File: src/rtl/core/pps_pkg.sv
// shared types and constants of the pulse period speed meter
// no dependencies
`default_nettype none

package pps_pkg;

    localparam int GAP_W   = 27;
    localparam int TIME_W  = 32;
    localparam int SPEED_W = 24;
    localparam int CORR_W  = 9;
    localparam int CFG_A_W = 2;

    // gap window depth, a power of two so the mean is a shift
    localparam int WINDOW_DEPTH = 16;

    localparam logic [GAP_W-1:0] STOP_MARKER = 27'h7FF_FFFF;

    localparam logic [TIME_W-1:0]  TIMEOUT_RESET = 32'd5000000;
    localparam logic [SPEED_W-1:0] NUMER_RESET   = 24'd10000000;
    localparam logic [CORR_W-1:0]  CORR_RESET    = 9'd9;

    localparam logic [CFG_A_W-1:0] REG_STOP_TIMEOUT = 2'd0;
    localparam logic [CFG_A_W-1:0] REG_SPEED_NUMER  = 2'd1;
    localparam logic [CFG_A_W-1:0] REG_LENGTH_CORR  = 2'd2;

    localparam logic OP_PULSE = 1'b0;
    localparam logic OP_POLL  = 1'b1;

    typedef enum logic [4:0] {
        ST_IDLE = 5'b00001,
        ST_UPD  = 5'b00010,
        ST_DIVM = 5'b00100,
        ST_DIVS = 5'b01000,
        ST_EMIT = 5'b10000
    } state_t;

endpackage

`default_nettype wire

File: src/rtl/core/pps_div.sv
// bit-serial restoring divider, one quotient bit per cycle
// standalone, no package dependencies
`default_nettype none

module pps_div #(
    parameter int NUM_W = 31,
    parameter int DEN_W = 27
) (
    input  wire logic             aclk,
    input  wire logic             aresetn,
    input  wire logic             start,
    input  wire logic [NUM_W-1:0] num,
    input  wire logic [DEN_W-1:0] den,
    output logic                  done,
    output logic [NUM_W-1:0]      quo
);

    localparam int CNT_W = $clog2(NUM_W + 1);

    logic             busy_reg, busy_next;
    logic             done_reg, done_next;
    logic [CNT_W-1:0] cnt_reg, cnt_next;
    logic [DEN_W-1:0] rem_reg, rem_next;
    logic [NUM_W-1:0] quo_reg, quo_next;
    logic [DEN_W-1:0] den_reg, den_next;

    logic [DEN_W:0] shifted;
    logic [DEN_W:0] diff;
    logic           fits;

    always_comb begin
        shifted = {rem_reg, quo_reg[NUM_W-1]};
        diff    = shifted - {1'b0, den_reg};
        fits    = ~diff[DEN_W];

        busy_next = busy_reg;
        done_next = 1'b0;
        cnt_next  = cnt_reg;
        rem_next  = rem_reg;
        quo_next  = quo_reg;
        den_next  = den_reg;

        if (start) begin
            busy_next = 1'b1;
            cnt_next  = CNT_W'(NUM_W);
            rem_next  = '0;
            quo_next  = num;
            den_next  = den;
        end else if (busy_reg) begin
            rem_next = fits ? diff[DEN_W-1:0] : shifted[DEN_W-1:0];
            quo_next = {quo_reg[NUM_W-2:0], fits};
            cnt_next = cnt_reg - CNT_W'(1);
            if (cnt_reg == CNT_W'(1)) begin
                busy_next = 1'b0;
                done_next = 1'b1;
            end
        end
    end

    always_ff @(posedge aclk) begin
        if (!aresetn) begin
            busy_reg <= 1'b0;
            done_reg <= 1'b0;
            cnt_reg  <= '0;
        end else begin
            busy_reg <= busy_next;
            done_reg <= done_next;
            cnt_reg  <= cnt_next;
        end
        rem_reg <= rem_next;
        quo_reg <= quo_next;
        den_reg <= den_next;
    end

    assign done = done_reg;
    assign quo  = quo_reg;

endmodule

`default_nettype wire

File: src/rtl/core/pulse_period_speed_meter.sv
// Pulse period speed meter. Each input word is a sensor pulse (tuser 0) or a stop poll
// (tuser 1) with a 32-bit microsecond timestamp. The last WINDOW_DEPTH gaps (a stop poll
// enters the stop marker) sit in an on-chip memory read in the cycle before the update; a
// running sum gives the mean gap by a shift, and the speed is the programmed numerator over
// that mean. A word that changes the state passes through the update, the start of the
// bit-serial divider of the numerator by the mean, the divide wait and the emit state
// before the next word is taken; when the mean gap is the stop marker or zero the divider
// is skipped. A word that changes nothing (repeated timestamp, poll while stopped or within
// the timeout) is taken in idle and gives no result. The result sits in an output register,
// so the next word is taken while it waits; a following result that finds it still full
// holds the input off until it drains. Depends on pps_pkg and pps_div.
`default_nettype none

module pulse_period_speed_meter
    import pps_pkg::*;
(
    input  wire logic               aclk,
    input  wire logic               aresetn,
    // configuration
    input  wire logic               cfg_wr_en,
    input  wire logic [CFG_A_W-1:0] cfg_addr,
    input  wire logic [31:0]        cfg_wdata,
    // input words
    input  wire logic               s_tvalid,
    output logic                    s_tready,
    input  wire logic [31:0]        s_tdata,   // time_us
    input  wire logic               s_tuser,   // operation
    // result words
    output logic                    m_tvalid,
    input  wire logic               m_tready,
    output logic [55:0]             m_tdata,   // speed_value, length_value
    output logic                    m_tuser    // is_moving
);

    localparam int PTR_W = $clog2(WINDOW_DEPTH);
    localparam int SUM_W = GAP_W + PTR_W;
    localparam logic [SUM_W-1:0] SUM_RESET = SUM_W'(WINDOW_DEPTH) * SUM_W'(STOP_MARKER);
    localparam logic [PTR_W-1:0] PTR_LAST  = PTR_W'(WINDOW_DEPTH - 1);

    state_t state_reg, state_next;

    logic [TIME_W-1:0]       timeout_reg, timeout_next;
    logic [SPEED_W-1:0]      numer_reg, numer_next;
    logic [CORR_W-1:0]       corr_reg, corr_next;
    logic [SUM_W-1:0]        sum_reg, sum_next;
    logic [PTR_W-1:0]        pos_reg, pos_next;
    logic [TIME_W-1:0]       last_time_reg, last_time_next;
    logic [31:0]             tick_reg, tick_next;
    logic                    moving_reg, moving_next;
    logic [WINDOW_DEPTH-1:0] valid_reg, valid_next;
    logic                    rd_valid_reg, rd_valid_next;
    logic [GAP_W-1:0]        rd_data_reg;
    logic [GAP_W-1:0]        gap_reg, gap_next;
    logic [31:0]             prod_reg, prod_next;
    logic [31:0]             len_reg, len_next;
    logic [SPEED_W-1:0]      speed_reg, speed_next;
    logic                    res_moving_reg, res_moving_next;
    logic                    out_valid_reg, out_valid_next;
    logic [SPEED_W-1:0]      out_speed_reg, out_speed_next;
    logic [31:0]             out_len_reg, out_len_next;
    logic                    out_moving_reg, out_moving_next;

    logic [GAP_W-1:0] gap_mem [WINDOW_DEPTH];

    logic [TIME_W-1:0] elapsed;
    logic              accept;
    logic              act;
    logic [GAP_W-1:0]  gap_in;
    logic [GAP_W-1:0]  old_gap;
    logic [SUM_W-1:0]  sum_upd;
    logic [GAP_W-1:0]  mean;
    logic              mem_we;

    logic               div_start;
    logic [SPEED_W-1:0] div_num;
    logic [GAP_W-1:0]   div_den;
    logic               div_done;
    logic [SPEED_W-1:0] div_quo;

    pps_div #(
        .NUM_W (SPEED_W),
        .DEN_W (GAP_W)
    ) u_div (
        .aclk    (aclk),
        .aresetn (aresetn),
        .start   (div_start),
        .num     (div_num),
        .den     (div_den),
        .done    (div_done),
        .quo     (div_quo)
    );

    assign s_tready = (state_reg == ST_IDLE);
    assign m_tvalid = out_valid_reg;
    assign m_tdata  = {out_len_reg, out_speed_reg};
    assign m_tuser  = out_moving_reg;

    always_comb begin
        elapsed = s_tdata - last_time_reg;
        accept  = s_tvalid & s_tready;
        if (s_tuser == OP_PULSE) begin
            act    = (elapsed != '0);
            gap_in = (elapsed > TIME_W'(STOP_MARKER)) ? STOP_MARKER : elapsed[GAP_W-1:0];
        end else begin
            act    = moving_reg && (elapsed > timeout_reg);
            gap_in = STOP_MARKER;
        end
        old_gap = rd_valid_reg ? rd_data_reg : STOP_MARKER;
        sum_upd = sum_reg - SUM_W'(old_gap) + SUM_W'(gap_reg);
        mean    = sum_reg[SUM_W-1:PTR_W];

        state_next      = state_reg;
        timeout_next    = timeout_reg;
        numer_next      = numer_reg;
        corr_next       = corr_reg;
        sum_next        = sum_reg;
        pos_next        = pos_reg;
        last_time_next  = last_time_reg;
        tick_next       = tick_reg;
        moving_next     = moving_reg;
        valid_next      = valid_reg;
        rd_valid_next   = rd_valid_reg;
        gap_next        = gap_reg;
        prod_next       = prod_reg;
        len_next        = len_reg;
        speed_next      = speed_reg;
        res_moving_next = res_moving_reg;
        out_valid_next  = out_valid_reg;
        out_speed_next  = out_speed_reg;
        out_len_next    = out_len_reg;
        out_moving_next = out_moving_reg;
        mem_we          = 1'b0;
        div_start       = 1'b0;
        div_num         = numer_reg;
        div_den         = mean;

        if (cfg_wr_en) begin
            unique case (cfg_addr)
                REG_STOP_TIMEOUT: timeout_next = cfg_wdata;
                REG_SPEED_NUMER:  numer_next   = cfg_wdata[SPEED_W-1:0];
                REG_LENGTH_CORR:  corr_next    = cfg_wdata[CORR_W-1:0];
                default: ;
            endcase
        end

        if (out_valid_reg && m_tready) begin
            out_valid_next = 1'b0;
        end

        unique case (state_reg)
            ST_IDLE: begin
                if (accept && act) begin
                    gap_next      = gap_in;
                    rd_valid_next = valid_reg[pos_reg];
                    state_next    = ST_UPD;
                    if (s_tuser == OP_PULSE) begin
                        tick_next      = tick_reg + 32'd1;
                        last_time_next = s_tdata;
                    end
                end
            end
            ST_UPD: begin
                sum_next            = sum_upd;
                mem_we              = 1'b1;
                valid_next[pos_reg] = 1'b1;
                pos_next            = (pos_reg == PTR_LAST) ? '0 : pos_reg + PTR_W'(1);
                prod_next           = {9'd0, tick_reg[31:9]} * {23'd0, corr_reg};
                state_next          = ST_DIVM;
            end
            ST_DIVM: begin
                len_next = tick_reg - prod_reg;
                if (mean == STOP_MARKER || mean == '0) begin
                    speed_next      = '0;
                    res_moving_next = 1'b0;
                    state_next      = ST_EMIT;
                end else begin
                    div_start  = 1'b1;
                    state_next = ST_DIVS;
                end
            end
            ST_DIVS: begin
                if (div_done) begin
                    speed_next      = div_quo;
                    res_moving_next = 1'b1;
                    state_next      = ST_EMIT;
                end
            end
            ST_EMIT: begin
                if (!out_valid_reg || m_tready) begin
                    out_valid_next  = 1'b1;
                    out_speed_next  = speed_reg;
                    out_len_next    = len_reg;
                    out_moving_next = res_moving_reg;
                    moving_next     = res_moving_reg;
                    state_next      = ST_IDLE;
                end
            end
            default: state_next = ST_IDLE;
        endcase
    end

    always_ff @(posedge aclk) begin
        if (mem_we) begin
            gap_mem[pos_reg] <= gap_reg;
        end
        if (accept) begin
            rd_data_reg <= gap_mem[pos_reg];
        end
    end

    always_ff @(posedge aclk) begin
        if (!aresetn) begin
            state_reg     <= ST_IDLE;
            timeout_reg   <= TIMEOUT_RESET;
            numer_reg     <= NUMER_RESET;
            corr_reg      <= CORR_RESET;
            sum_reg       <= SUM_RESET;
            pos_reg       <= '0;
            last_time_reg <= '0;
            tick_reg      <= '0;
            moving_reg    <= 1'b0;
            valid_reg     <= '0;
            out_valid_reg <= 1'b0;
        end else begin
            state_reg     <= state_next;
            timeout_reg   <= timeout_next;
            numer_reg     <= numer_next;
            corr_reg      <= corr_next;
            sum_reg       <= sum_next;
            pos_reg       <= pos_next;
            last_time_reg <= last_time_next;
            tick_reg      <= tick_next;
            moving_reg    <= moving_next;
            valid_reg     <= valid_next;
            out_valid_reg <= out_valid_next;
        end
        rd_valid_reg   <= rd_valid_next;
        gap_reg        <= gap_next;
        prod_reg       <= prod_next;
        len_reg        <= len_next;
        speed_reg      <= speed_next;
        res_moving_reg <= res_moving_next;
        out_speed_reg  <= out_speed_next;
        out_len_reg    <= out_len_next;
        out_moving_reg <= out_moving_next;
    end

endmodule

`default_nettype wire

File: config.mk
export PLATFORM = sky130hd
export DESIGN_NAME = pulse_period_speed_meter
export DESIGN_NICKNAME = d
export VERILOG_FILES = /design/src/rtl/core/pps_pkg.sv /design/src/rtl/core/pps_div.sv /design/src/rtl/core/pulse_period_speed_meter.sv
export SDC_FILE = /design/constraint.sdc
export NUM_CORES = 2
export LEC_CHECK = 0
export ABC_CLOCK_PERIOD_IN_PS = 7900
export BUFFER_PORTS_ARGS = -buffer_cell sky130_fd_sc_hd__buf_4
export CAP_MARGIN = 30
export CORE_UTILIZATION = 48
export CTS_CLUSTER_DIAMETER = 150
export DETAILED_ROUTE_END_ITERATION = 7
export PLACE_DENSITY = 0.65
export REMOVE_ABC_BUFFERS = 1
export SYNTH_ARGS = -nofsm -noshare
export SYNTH_HDL_FRONTEND = slang
export SYNTH_SLANG_ARGS = --single-unit
File: constraint.sdc
create_clock -name aclk -period 7.9 [get_ports aclk]
set_input_delay 0.79 -clock aclk [delete_from_list [all_inputs] [get_ports aclk]]
set_output_delay 0.79 -clock aclk [all_outputs]
set_load 0.03 [all_outputs]
==> impl_metrics.csv <==
group,metric,value,unit
timing,fin_crit,6520,ps
cells_and_area,largest_reg_flops,432,
cells_and_area,fillers,8162,
route,avgRoutedWirePerCell,20.6,microns
route,drt_iter0_drc,2374,
cells_and_area,regMostFlops,"gap_mem",
floorplanning,die_h,318,microns
floorplanning,num_rows,115,
global_route,met2_usage,34.8,%
yosys,yosysSeqAreaShare,52.2,%
route,ant_nets,0,
cells_and_area,post-route-util,54.4,%
global_route,grtUsageTotal,21.9,%
timing,tightest_slew,1080,ps
cells_and_area,final_area,53600,sq um
setup_path,cpPeakStageDelay,920,ps
job,maxCapViolations,0,
clocking,post_cts_buffers,0,
setup_path,required,8310,ps
cells_and_area,layout-drive-gt1-share,13.8,%
yosys,synth_top_area_cell,"edfxtp_1",
yosys,synth_area_per_cell,12.5,sq um
setup_path,crit_chain,"nand2_1, fa_1, inv_1, fa_1, inv_1, fa_1, fa_1, inv_1, ha_1, a2111oi_0, o21ai_0, a31oi_1, nor3_1, a211oi_1, o41ai_1, buf_2, a2111oi_0, nor2_1, o21a_1, nor2_1, xnor2_1",
timing,worst_slack,1380,ps
placed_design,place_hpwl,75500,microns
setup_path,critPathSlowestCell,"dfxtp_1",
yosys,ys_async_sr_fraction,0,%
floorplanning,start_util,48.5,%
clocking,cts.clk_slew.worst_paths,60,ps
clocking,clock-sinks,905,
placed_design,port_buffers,130,
global_route,antenna_found_initial,2,
global_route,grt.overflow.total,0,
global_route,grt-busiest-layer,"met2",
yosys,yosysWarnings,0,
floorplanning,io_pins,131,
yosys,synth_cells,3830,
global_route,grt_max_degree,82,
clocking,numCtsBuffers,95,
setup_path,crit_start,"corr_reg[2]",
floorplanning,die_x,318,microns
cells_and_area,layout.cells.non_filler,5313,
timing,whs,368,ps
floorplanning,core_area,98600,sq um
yosys,ys.flop_type,"edfxtp_1",
pwr,power.density,201,nW/um^2
clocking,clockRootBuffer,"clkbuf_16",
yosys,synth_seq_cells,905,
setup_path,critPathArrivalTime,6930,ps
placed_design,post_dp_cell_area,50300,sq um
clocking,clock_path_buffers,3,
timing,rsz0062_at_grt,"false",
clocking,cts_hold_buf,0,
pwr,power_leakage,0.0201,uW
timing,period_share,82.6,%
global_route,grtUsageMet1,32.0,%
clocking,cts_resized,0,
min_path,hold_path_class,"input port to register",
yosys,synth.distinct_cells,81,
cells_and_area,layout_commonest_cell,"edfxtp_1",
timing,finalHoldViolCount,0,
placed_design,place_congestion,0.841,
pwr,peakVddDrop,0.182,mV
cells_and_area,regArea,25000,sq um
timing,finClkSkew,35.8,ps
route,viasPerCell,5.58,
min_path,min_from,"s_tdata[10]",
timing,fmaxAchievable,0.153,GHz
setup_path,start_kind,"register",
cells_and_area,multi_input_area,21000,sq um
timing,finalSetupViolations,0,
placed_design,pre_cts_ws,1430,ps
setup_path,crit_type,"register to register",
clocking,cts_max_level,3,
route,wirelength,109000,microns
clocking,cts_tree,"built",
global_route,grt_pass1_vias,29200,
yosys,synthTopCellsByArea,"edfxtp_1 43%, dfxtp_1 9.2%, fa_1 7.4%",
clocking,clock_latency,690,ps
global_route,met3_usage,2.59,%
route,first_pass_iters,6,
global_route,grt_first_pass_wirelength,172000,microns
setup_path,crit_fanout,24,
cells_and_area,finalNetCount,4405,
cells_and_area,layout_common_cells,"684 x edfxtp_1, 455 x nand2_1, 327 x inv_1",
timing,slew_viol_final,0,
timing,max-slew-margin-rel,27.2,%
setup_path,path_buf_inv,4,
outcome,status,"finished, final reports clean",
route,vias,29700,
placed_design,dpl.cell_count,5132,
floorplanning,fp.dieArea,101000,sq um
setup_path,cp_top_family,"adder cells",
setup_path,end_kind,"register",
yosys,syn-cell-area,47800,sq um
setup_path,reg2reg_from,"corr_reg[2]",
yosys,synth_top_area_share,42.9,%
setup_path,worst_path_most_repeated_cell,"fa_1",
route,drc,0,
yosys,synth-edff-count,684,
cells_and_area,area_growth,12.1,%
report_power, final:
group / switching [uW] / leakage [uW] / internal [uW]
combinational: 492 / 0.0104 / 348
clock: 1960 / 0.00161 / 2770
sequential: 63.2 / 0.00806 / 5130
layer usage:
metal	part of all wire [%]	vias to the layer above
li1	-	13900
met2	46	846
met4	2.3	2
met3	6.5	146
met1	45	14700
met5	0.012	-
worst min-delay path, delay by kind of cell:
kind                   cells  cell delay (ps)
buffers and inverters      1              120
and+or+nand+nor            1               50
muxes                      1               50
cell usage after synthesis (all sizes together) (10+ instances only):
cell     instances
mux2            24
nand2          455
a2111oi         10
inv            329
buf             27
a21oi          129
or3             19
xor2            47
a31oi           13
clkbuf         144
a21o            60
fa             178
nor4            11
nor2b           69
mux4           140
dfxtp          221
o21bai          17
mux2i           99
a21boi          51
nand2b          65
o21a            61
and2           133
xnor2           79
nand3           50
ha             213
nand4           34
and3            24
o31ai           13
o21ai           69
o211ai          36
nor3            43
nor2           128
edfxtp         684
a211oi          43
cells by family (layout without fill, tap and decap cells):
logic type	after synthesis	in the layout	synth area share (%)
buffers and inverters	500	695	4.10
AOI/OAI and AO/OA	562	562	8.06
DFF	905	905	52.2
muxes	263	263	9.23
xor gates and xnor gates	126	126	2.31
adders and majority gates	391	391	13.0
and+or+nand+nor	1083	1083	11.1
other	0	1	0
cell type report:
| cell class | instances | share of cell area, % |
|---|---|---|
| inverters | 329 | 2.30 |
| well taps | 1287 | 3.00 |
| clock inverters | 59 | 1.41 |
| flip-flops and latches | 905 | 46.6 |
| diodes | 1 | 0.00466 |
| repair buffers | 186 | 2.74 |
| clock buffers | 121 | 4.80 |
| multi-input cells | 2425 | 39.2 |
final timing paths:
path                       end  slack [ps]  cells past startpoint
max               prod_reg[31]        1380                     21
max reg2reg       prod_reg[31]        1380                     21
min reg2reg    out_len_reg[16]         410                      0
min          last_time_reg[10]         370                      3
stage by stage:
step	power (uW)	TNS, ps
3_3_place_gp	6120	0
2_1_floorplan	5860	-32430
6_report	10800	0
4_1_cts	10800	0
5_1_grt	11100	0
3_5_place_dp	6130	0
No activity file was read; power rests on OpenSTA's default activity.
